==> src/hw/rtl/ialu_pkg.sv <==
// ialu_pkg: operation codes, item types and helpers for the 64-bit integer alu
// no dependencies
`default_nettype none
package ialu_pkg;

  localparam int unsigned DataW = 64;
  localparam int unsigned OpW   = 4;

  typedef enum logic [OpW-1:0] {
    OP_ADD = 4'd0,
    OP_SUB = 4'd1,
    OP_MUL = 4'd2,
    OP_DIV = 4'd3,
    OP_REM = 4'd4,
    OP_EQ  = 4'd5,
    OP_NE  = 4'd6,
    OP_LT  = 4'd7,
    OP_LE  = 4'd8,
    OP_GT  = 4'd9,
    OP_GE  = 4'd10
  } op_e;

  // item class chosen by the front end
  typedef enum logic [1:0] {
    CL_FAST = 2'd0,
    CL_MUL  = 2'd1,
    CL_DIV  = 2'd2
  } class_e;

  typedef struct packed {
    class_e             cls;
    logic               is_rem;
    logic               neg_q;
    logic               neg_r;
    logic               err;
    logic [DataW-1:0]   a;
    logic [DataW-1:0]   b;
    logic [DataW-1:0]   fast;
  } item_t;

  function automatic logic [DataW-1:0] mag(input logic [DataW-1:0] x, input logic sgn);
    mag = (sgn && x[DataW-1]) ? (~x + 1'b1) : x;
  endfunction

endpackage
`default_nettype wire

==> src/hw/rtl/ialu_queue.sv <==
// ialu_queue: small fifo of classified items between front and back end
// depends on ialu_pkg
`default_nettype none
module ialu_queue #(
  parameter int unsigned Depth = 4
) (
  input  wire logic              clk_i,
  input  wire logic              rst_ni,
  input  wire logic              push_i,
  input  wire ialu_pkg::item_t   item_i,
  output logic                   full_o,
  output logic                   valid_o,
  output ialu_pkg::item_t        item_o,
  input  wire logic              pop_i
);

  localparam int unsigned AW = (Depth > 1) ? $clog2(Depth) : 1;

  ialu_pkg::item_t mem_q [Depth];
  logic [AW-1:0] wp_q, rp_q;
  logic [AW:0]   cnt_q;

  assign valid_o = cnt_q != '0;
  assign item_o  = mem_q[rp_q];
  // leave room for the item registered in the front stage
  assign full_o  = cnt_q >= (AW+1)'(Depth - 1);

  always_ff @(posedge clk_i) begin
    if (push_i) begin
      mem_q[wp_q] <= item_i;
    end
  end

  always_ff @(posedge clk_i or negedge rst_ni) begin
    if (!rst_ni) begin
      wp_q <= '0;
      rp_q <= '0;
      cnt_q <= '0;
    end else begin
      if (push_i) wp_q <= (wp_q == AW'(Depth-1)) ? '0 : wp_q + 1'b1;
      if (pop_i) rp_q <= (rp_q == AW'(Depth-1)) ? '0 : rp_q + 1'b1;
      cnt_q <= cnt_q + (AW+1)'(push_i) - (AW+1)'(pop_i);
    end
  end

endmodule
`default_nettype wire

==> config.mk <==
export PLATFORM = sky130hd
export DESIGN_NAME = ialu_queue
export DESIGN_NICKNAME = d
export VERILOG_FILES = /design/src/hw/rtl/ialu_pkg.sv /design/src/hw/rtl/ialu_queue.sv
export SDC_FILE = /design/constraint.sdc
export NUM_CORES = 1
export LEC_CHECK = 0
export BUFFER_PORTS_ARGS = -buffer_cell sky130_fd_sc_hd__clkbuf_2
export CAP_MARGIN = 15
export CELL_PAD_IN_SITES_DETAIL_PLACEMENT = 1
export CELL_PAD_IN_SITES_GLOBAL_PLACEMENT = 1
export CORE_AREA = 5 5 243 269
export CTS_BUF_LIST = sky130_fd_sc_hd__clkbuf_8
export DETAILED_ROUTE_END_ITERATION = 12
export DIE_AREA = 0 0 248 274
export HOLD_SLACK_MARGIN = 0.1
export PLACE_DENSITY_LB_ADDON = 0.1
export SETUP_SLACK_MARGIN = 0.4
export SYNTH_ARGS = -nofsm -noshare
export SYNTH_HDL_FRONTEND = slang
export SYNTH_SLANG_ARGS = --single-unit
==> constraint.sdc <==
create_clock -name clk_i -period 5.14 [get_ports clk_i]
set_input_delay 0.514 -clock clk_i [delete_from_list [all_inputs] [get_ports clk_i]]
set_output_delay 0.514 -clock clk_i [all_outputs]
set_load 0.02 [all_outputs]
==> impl_metrics.ini <==
[status]
outcome = finished, final reports clean

[global_route]
grt_pass1_vias = 15854
globalRouteOverflowTotal = 0
grt_first_pass_wirelength_um = 98900
grt.total_usage_pct = 19.6
grt_max_degree = 88
antenna_found_initial = 10

[cells_and_area]
fill_cells = 5397
fin_area_um2 = 36400
final_nets = 1995
drive_gt1_share_pct = 41.9
final_cell_mix = 792 x edfxtp_1, 401 x clkbuf_2, 201 x dlygate4sd3_1, 198 x mux4_2, 138 x clkbuf_8
final_common_cell = edfxtp_1
areaGrowthSynthToFinish_pct = 25.4

[yosys]
syn-num-nets = 1283
synth.distinct_cells = 17
syn_avg_cell_area_um2 = 27.1
netlist_area_um2 = 29000
ys_seq_area_share_pct = 82.6
netlist_instances = 1072
ys_warn_count = 0
ys_ff_latch = 799

[routing]
drt_iter0_markers = 758
detail_route.wl_per_cell_um = 24.1
route.detailed.drc = 0
routed_wl_um = 65700
ant_nets = 0
via_per_inst = 5.12
vias = 13960
drt_pass1_iterations = 4

[timing]
hold_viol = 0
timing.fmax_mhz = 281
fin_tns_setup_ps = 0
fin_worst_skew_ps = 40.2
setup_ws_ps = 1580
min_period_ps = 3560
maxSlewViolCount = 0
setup_viol = 0
fin_crit_sh_pct = 69.2
grt_setup_unrepaired = false
slew_headroom_pct = 30.4
tightest_slew_ps = 1040

[setup_path]
crit_required_ps = 4630
crit_arrival_ps = 3050
worstSetupEndpointType = output port
critPathLaunchType = flop
crit_type = reg -> out
crit_path_max_fanout = 71

[clock_tree]
clock_latency_ps = 750
cts_tree = built
cts_made_buffers = 132
clockBufferDepth = 3
root_buffer = clkbuf_8
htreeDepth = 4
postCtsSetupRepairBufs = 0
clkTransAtPathRegs_ps = 60
clock-sinks = 799

[floorplan]
dieHeight_um = 274
fp.coreArea_um2 = 62100
initial_core_util_pct = 46.7
die_area_um2 = 68000
rows = 96
die_w_um = 248
ioPinCount = 402

[placed_design]
io_buffers = 401
dp_slack_ps = 2240
place_congestion = 0.708
hpwl_um = 39200
dpl_cell_area_um2 = 32000

[power_and_ir_drop]
p_per_area_nw_per_um2 = 552
p_leak_nw = 12.7
irDropWorstVdd_mv = 0.309
finalPower_mw = 20.1

[flow_run]
maxCapViolCount = 0

[hold_path]
hold_path_class = in -> async
==> routing by layer <==
| metal | global-route usage (%) | up-vias | part of all wire (%) |
|---|---|---|---|
| met3 | 6.63 | 106 | 6.6 |
| li1 | - | 6145 | - |
| met5 | 0 | - | 0.041 |
| met4 | 6.31 | 4 | 2.3 |
| met2 | 32.9 | 373 | 52 |
| met1 | 24.1 | 7332 | 39 |
==> sequential cells by signal, summed over array words and instances (netlist names) <==
register	count
cnt_q	3
mem_q	792
rp_q	2
wp_q	2
==> worst max-delay path, cell delays in order, from the launching register on <==
cell and delay [ps]:
dfrtp_4 880, buf_12 550, mux4_2 610, clkbuf_2 180
==> cells by family after synthesis <==
group,count (synthesis),share of synthesized area (%)
buffers and inverters,51,1.33
DFF,799,82.6
xor gates and xnor gates,1,0.0302
AOI/OAI and AO/OA,3,0.0517
muxes,200,15.4
and+or+nand+nor,9,0.172
adders and majority gates,9,0.414
==> worst paths after layout <==
path	endpoint	from	cells past startpoint	slack, ps
worst min-delay path	rp_q[0]	rst_ni	2	200
worst max-delay path	item_o[67]	rp_q[0]	3	1580
worst min register to register	cnt_q[2]	cnt_q[1]	2	620
worst max register to register	mem_q[1][126]	wp_q[1]	4	2700
min in group clk_i	mem_q[3][185]	item_i[185]	2	530
max in group asynchronous	rp_q[1]	rst_ni	2	4710
==> synth_stat cells, drive strengths merged <==
cell type | instances | area [um2]
dfrtp | 7 | 175
ha | 8 | 100
mux2 | 2 | 22.5
edfxtp | 792 | 23800
fa | 1 | 20.0
nand3 | 1 | 5.00
nand2 | 2 | 7.51
and2 | 4 | 25.0
nor2 | 1 | 3.75
or3b | 1 | 8.76
xor2 | 1 | 8.76
buf | 44 | 360
inv | 7 | 26.3
o21ai | 3 | 15.0
mux4 | 198 | 4460
==> power by group <==
part	switching (mW)	total (mW)	internal, mW	leakage [nW]
sequential	0.381	8.72	8.34	7.36
combinational	3.86	6.39	2.53	4.03
clock	2.43	4.97	2.54	1.33
total	6.67	20.1	13.4	12.7
==> cell type report <==
| type | instances | area, um2 | area share, % |
|---|---|---|---|
| repair buffers | 622 | 4310 | 11.8 |
| clock inverters | 93 | 439 | 1.21 |
| inverters | 7 | 26.3 | 0.0722 |
| diodes | 11 | 27.5 | 0.0756 |
| well taps | 833 | 1040 | 2.86 |
| clock buffers | 138 | 1900 | 5.22 |
| flip-flops and latches | 799 | 24000 | 65.9 |
| multi-input cells | 222 | 4690 | 12.9 |
==> through the flow <==
stage	utilization [%]	hold WS, ps	std cells
final	58.6	205	2725
after global routing	58.6	145	2720
after CTS	58.6	118	2714
after detailed placement	51.6	399	2282
after global placement	51.6	394	2282
after floorplan	-	218	1072
==> timing repair <==
item / 4_1_cts / 5_1_grt
resized for setup: 0 / 0
setup endpoints to repair: 0 / 0
hold buffers: 201 / 0
hold endpoints to repair: 804 / 0
Note: power is estimated with default switching activity, not from simulation.
