## config.mk

```make
export PLATFORM = sky130hd
export DESIGN_NAME = ialu_front
export DESIGN_NICKNAME = d
export VERILOG_FILES = /design/src/hw/rtl/ialu_pkg.sv /design/src/hw/rtl/ialu_front.sv
export SDC_FILE = /design/constraint.sdc
export NUM_CORES = 1
export LEC_CHECK = 0
export ABC_CLOCK_PERIOD_IN_PS = 2100
export BUFFER_PORTS_ARGS = -buffer_cell sky130_fd_sc_hd__clkbuf_2
export CAP_MARGIN = 20
export CORE_ASPECT_RATIO = 1.1
export CORE_MARGIN = 4
export CORE_UTILIZATION = 40
export DETAILED_ROUTE_END_ITERATION = 8
export SLEW_MARGIN = 10
export SYNTH_ARGS = -nofsm -noshare
export SYNTH_HDL_FRONTEND = slang
export SYNTH_SLANG_ARGS = --single-unit
```

## constraint.sdc

```tcl
create_clock -name clk_i -period 2.1 [get_ports clk_i]
set_input_delay 0.105 -clock clk_i [delete_from_list [all_inputs] [get_ports clk_i]]
set_output_delay 0.105 -clock clk_i [all_outputs]
set_load 0.005 [all_outputs]
```

## src/hw/rtl/ialu_pkg.sv

```systemverilog
// ialu_pkg: operation codes, item types and helpers for the 64-bit integer alu
// no dependencies
`default_nettype none
package ialu_pkg;

  localparam int unsigned DataW = 64;
  localparam int unsigned OpW   = 4;

  typedef enum logic [OpW-1:0] {
    OP_ADD = 4'd0,
    OP_SUB = 4'd1,
    OP_MUL = 4'd2,
    OP_DIV = 4'd3,
    OP_REM = 4'd4,
    OP_EQ  = 4'd5,
    OP_NE  = 4'd6,
    OP_LT  = 4'd7,
    OP_LE  = 4'd8,
    OP_GT  = 4'd9,
    OP_GE  = 4'd10
  } op_e;

  // item class chosen by the front end
  typedef enum logic [1:0] {
    CL_FAST = 2'd0,
    CL_MUL  = 2'd1,
    CL_DIV  = 2'd2
  } class_e;

  typedef struct packed {
    class_e             cls;
    logic               is_rem;
    logic               neg_q;
    logic               neg_r;
    logic               err;
    logic [DataW-1:0]   a;
    logic [DataW-1:0]   b;
    logic [DataW-1:0]   fast;
  } item_t;

  function automatic logic [DataW-1:0] mag(input logic [DataW-1:0] x, input logic sgn);
    mag = (sgn && x[DataW-1]) ? (~x + 1'b1) : x;
  endfunction

endpackage
`default_nettype wire

```

## src/hw/rtl/ialu_front.sv

```systemverilog
// ialu_front: accepts items, resolves add/sub/compare/error cases, prepares
// magnitudes for the divider; depends on ialu_pkg
`default_nettype none
module ialu_front (
  input  wire logic                         clk_i,
  input  wire logic                         rst_ni,
  input  wire logic                         start_i,
  output logic                              busy_o,
  input  wire logic [ialu_pkg::OpW-1:0]     req_type_i,
  input  wire logic                         is_signed_i,
  input  wire logic [ialu_pkg::DataW-1:0]   operand_a_i,
  input  wire logic [ialu_pkg::DataW-1:0]   operand_b_i,
  output logic                              push_o,
  output ialu_pkg::item_t                   item_o,
  input  wire logic                         full_i
);

  ialu_pkg::item_t it;
  logic lt_ab, lt_ba, eq;
  logic [ialu_pkg::DataW-1:0] xa, xb;

  assign busy_o = full_i;
  assign push_o = start_i && !full_i;

  always_comb begin
    xa = operand_a_i ^ {is_signed_i, {(ialu_pkg::DataW-1){1'b0}}};
    xb = operand_b_i ^ {is_signed_i, {(ialu_pkg::DataW-1){1'b0}}};
    lt_ab = xa < xb;
    lt_ba = xb < xa;
    eq = operand_a_i == operand_b_i;
    it = '0;
    it.cls = ialu_pkg::CL_FAST;
    it.a = operand_a_i;
    it.b = operand_b_i;
    unique case (req_type_i)
      ialu_pkg::OP_ADD: it.fast = operand_a_i + operand_b_i;
      ialu_pkg::OP_SUB: it.fast = operand_a_i - operand_b_i;
      ialu_pkg::OP_MUL: it.cls = ialu_pkg::CL_MUL;
      ialu_pkg::OP_DIV, ialu_pkg::OP_REM: begin
        if (operand_b_i == '0) begin
          it.err = 1'b1;
        end else begin
          it.cls = ialu_pkg::CL_DIV;
          it.is_rem = req_type_i == ialu_pkg::OP_REM;
          it.neg_q = is_signed_i && (operand_a_i[ialu_pkg::DataW-1] ^
                                     operand_b_i[ialu_pkg::DataW-1]);
          it.neg_r = is_signed_i && operand_a_i[ialu_pkg::DataW-1];
          it.a = ialu_pkg::mag(operand_a_i, is_signed_i);
          it.b = ialu_pkg::mag(operand_b_i, is_signed_i);
        end
      end
      ialu_pkg::OP_EQ: it.fast = {63'd0, eq};
      ialu_pkg::OP_NE: it.fast = {63'd0, !eq};
      ialu_pkg::OP_LT: it.fast = {63'd0, lt_ab};
      ialu_pkg::OP_LE: it.fast = {63'd0, !lt_ba};
      ialu_pkg::OP_GT: it.fast = {63'd0, lt_ba};
      ialu_pkg::OP_GE: it.fast = {63'd0, !lt_ab};
      default: it.fast = '0;
    endcase
  end

  always_ff @(posedge clk_i or negedge rst_ni) begin
    if (!rst_ni) begin
      item_o <= '0;
    end else if (push_o) begin
      item_o <= it;
    end
  end

endmodule
`default_nettype wire

```

==> results.md <==
- The register-to-register path setup slack is 0.72 ns.
- The chip width is 215 µm.
- The count of distinct cell types in the synthesized netlist is 78.
- In this run the worst hold path is classified as in -> reg.
- The total count of hold-check failures in the final report came to 1.
- The fraction of power spent switching nets is 37.4%.
- The class of the most critical setup path is in -> reg.
- The number of rows created at floorplan is 83.
- The number of buffers created by CTS is 17.
- Measured along the y axis, the die boundary spans 236 µm.
- Counting instances, the worst hold path has a depth of 4.
- For the worst-skew pair, the clock arrives at the later sink with an insertion delay of 0.51 ns.
- The leakage power is 16.4 nW.
- The startpoint identified for the worst register-to-register timing path is item_o[58]$_DFFE_PN0P_.
- The global-route wire length before repair is 143000 µm.
- The ratio of cells with drive above 1 in the final layout is 53.3%.
- Summing all multi-input logic gate instances after layout gives 17100 µm².
- The largest fanout on the critical path is 4.
- The first detailed-routing pass took 6 iterations.
- The most numerous cell in the Yosys netlist is nand2_1.
- The tool flagged a number of max-cap violations equal to 0.
- For this block, the routed nets add up to 97300 µm of wire.
- Yosys attributes the largest share of cell area to dfrtp_1, ha_1, xnor2_1.
- The switching power is 6.11 mW.
- At the worst endpoint, the required time is 2.50 ns.
- The number of vias per cell after detailed routing is 5.65.
- The wire length the detailed router placed on met1 is 38700 µm.
- The final weighted congestion in routability-driven placement is 0.989.
- The sequential cells in the finished layout cover a total of 4950 µm².
- The checks that failed: hold timing, setup timing.
- After synthesis, the most frequently instantiated cells are nand2_1, o21ai_0, a21oi_1.
- Of the total power, the clock network draws 23.7%.
- The pre-CTS setup slack is -1.61 ns.
- The flip-flop count of the largest register, all copies and words added is 198.
- Of the total power, registers draw 27.9%.
- The worst setup path is launched from an input port.
- Port buffering added 336 buffers.
- The layout has 3420 filler cells.
- After clock tree synthesis, the clock-pin slew on the worst setup and hold paths is 0.08 ns.
- The sum of negative setup slack is -81.57 ns.
- The core footprint is 46600 µm².
- For this run, the number of Yosys warnings is 0.
- The post-synthesis instance area is 18900 µm².
- The detail route stage leaves a number of antenna-violating nets equal to 0.
- The area enclosed by the die boundary is 50700 µm².
- In this run the clock root is driven by a clkbuf_16.
- Per report_power, the combinational group accounts for 48.3% of the total.
- The depth of the worst register-to-register path is 5.
- The tightest slew margin relative to the limit is 52.8%.
- The fmax is 0.347 GHz.
- In this run the count of I/O pins placed on the die edge is 337.
- The top cell type by area accounts for 26.3% of the synthesized area.
- The met2 wire length is 48400 µm.
- The final standard cell utilization of the core is 74.9%.
- The number of antenna violations at the first check in global routing is 1.
- Detailed placement ended at an HPWL of 71900 µm.
- TritonCTS built the clock tree.
- For the finished layout, the period the worst path requires is 2.88 ns.
- The worst-case IR drop observed on VDD is 0.000536 V.
- Relative to the synthesized area, the layout overhead comes to 85.2%.
- The detailed route wirelength on metal3 is 4990 µm.
- Setup repair after global routing could not meet its margin everywhere.
- The number of levels in the clock H-tree is 4.
- The synthesized design spends more area on one cell type than any other, namely dfrtp_1.
- The dominant register cell in the synthesized netlist is dfrtp_1.
- The final setup violation count is 173.
- The number of cells in the design after placement is 4107.
- The final layout net count is 4028.
- The hold path startpoint is operand_a_i[24].
- The residual DRC count is 0.
- In this run the critical register-to-register path is captured at item_o[58]$_DFFE_PN0P_.
- The register with the most flip-flops is item_o.
- The critical path endpoint category is a flip-flop.
- The flow ran to the end, but the final reports show violations.
- The maximum clock skew at final layout is 0 ns.
- The final non-filler cell total is 4302.
- The internal power of the cells totals 10.2 mW.
- After synthesis the netlist holds a flip-flop and latch count of 198.
- Entering global routing, the biggest net connects 121 pins.
- In the final layout, the registers with the most flip-flops are item_o: 198 flops.
- In the synthesized netlist, the number of instances is 2443.
- The fraction of synthesis flops using an asynchronous set or reset pin is 100%.
- The max-slew violation total from the final report is 0.
- The arrival time at the worst endpoint is 3.28 ns.
- The initial core utilization is 40.4%.
- Dividing the final minimum period by the clock period gives 137%.
- In this run, synthesis inferred 0 flip-flops with an integrated enable.
- No sink is reached through more buffers than the 2 on the longest clock path.
- Clock tree synthesis found a total of 198 sinks.
- The first routing iteration left 1858 violations.
- After layout, the worst setup slack is -0.779 ns.
- The total via count after detailed routing is 24300.
- The synthesized area per cell is 7.72 µm².
- Of the synthesized area, sequential elements account for 26.3%.
- The via count of the first global-routing pass came to 24400.
- When the netlist entered floorplanning its net count stood at 2775.
- Global routing finished with a remaining overflow of 0.
- The total power divided by cell area is 468 nW/µm².
- Routed signal wires occupy layers up through met4.
- In the global route stage, overall resource usage came out at 35.9%.
- Hold timing on the final database bottoms out at a slack of -0.000153 ns.
- At the pin with the least slew margin, the transition time is 0.707 ns.
- The wire length per cell after detailed routing is 22.6 µm.
- The path with the worst hold slack has its endpoint at item_o[152]$_DFFE_PN0P_.
[per-layer routing]
layer	up-vias	GRT usage, %
met3	263	4.48
li1	11200	-
met2	931	63.4
met1	11900	44.2
met5	-	0
met4	0	14.9
[worst max-delay path by stage]
stage	cells past startpoint	slack (ns)	endpoint	start
floorplan	12	-0.91	item_o[188]$_DFFE_PN0P_	operand_a_i[22]
global placement	17	-1.62	item_o[54]$_DFFE_PN0P_	operand_b_i[21]
detailed placement	17	-1.61	item_o[54]$_DFFE_PN0P_	operand_b_i[21]
CTS	18	-0.78	item_o[58]$_DFFE_PN0P_	operand_a_i[0]
global route	16	-0.85	item_o[59]$_DFFE_PN0P_	operand_a_i[1]
finish	14	-0.78	item_o[189]$_DFFE_PN0P_	operand_a_i[22]
[worst max-delay path, stage by stage]
cell,delay (ns)
buf_8,0.10
or3_4,0.38
nand2b_4,0.15
or3_4,0.40
nor2_4,0.12
nand3_2,0.12
or3_4,0.40
nor4_2,0.15
buf_4,0.18
nand2_4,0.07
or4_4,0.62
o41ai_4,0.24
xnor2_1,0.16
o21ai_1,0.07
[placed cells by master, fill, tap and decap left out, types with 32 or more instances in the layout]
master / n
nor2_1: 140
o21ai_1: 144
buf_12: 32
ha_4: 39
a21o_1: 32
a21oi_1: 156
xnor2_2: 67
clkbuf_2: 302
o21ai_4: 32
o21bai_1: 50
inv_1: 164
dfrtp_1: 198
buf_6: 98
nand2_1: 213
xnor2_1: 108
a21oi_2: 48
a22o_1: 46
o21ai_0: 49
nand4_1: 37
ha_1: 142
buf_4: 889
[final cells by class]
cell class                      count  area share, %
Timing Repair Buffer             1366           30.5
Tap cell                          595           2.13
Antenna cell                        1        0.00717
Inverter                          205           2.42
Clock buffer                       19           1.30
Sequential cell                   198           14.2
Clock inverter                     10          0.552
Multi-Input combinational cell   1908           48.9
[through the flow]
stage,cell area (µm²),power (mW)
6_report,34900,16.4
5_1_grt,34900,17.1
4_1_cts,32600,15.6
3_5_place_dp,28500,11.0
3_3_place_gp,28500,10.9
2_1_floorplan,20200,7.43
[power by group through the flow]
stage,logic (mW),clock network (mW),registers [mW]
finish,7.91,3.88,4.57
global route,8.39,4.10,4.61
CTS,7.08,3.93,4.56
detailed placement,6.35,0,4.62
global placement,6.31,0,4.61
floorplan,2.84,0,4.59
[cell families after synthesis]
kind of cell	count (synthesis)	share of synthesized area, %
AOI/OAI and AO/OA	860	29.0
xor gates and xnor gates	179	8.32
adders and majority gates	195	13.0
buffers and inverters	337	6.80
DFF	198	26.3
muxes	4	0.212
and+or+nand+nor	670	16.4
[what timing repair did]
action                     in CTS  in global routing
buffers inserted              101                 89
setup endpoints to repair     178                181
gates cloned                   12                  0
gates resized for setup       513                429
hold endpoints to repair      204                  0
hold buffers                    7                  0
pin swaps                     249                309
Note: power is estimated with default switching activity, not from simulation.
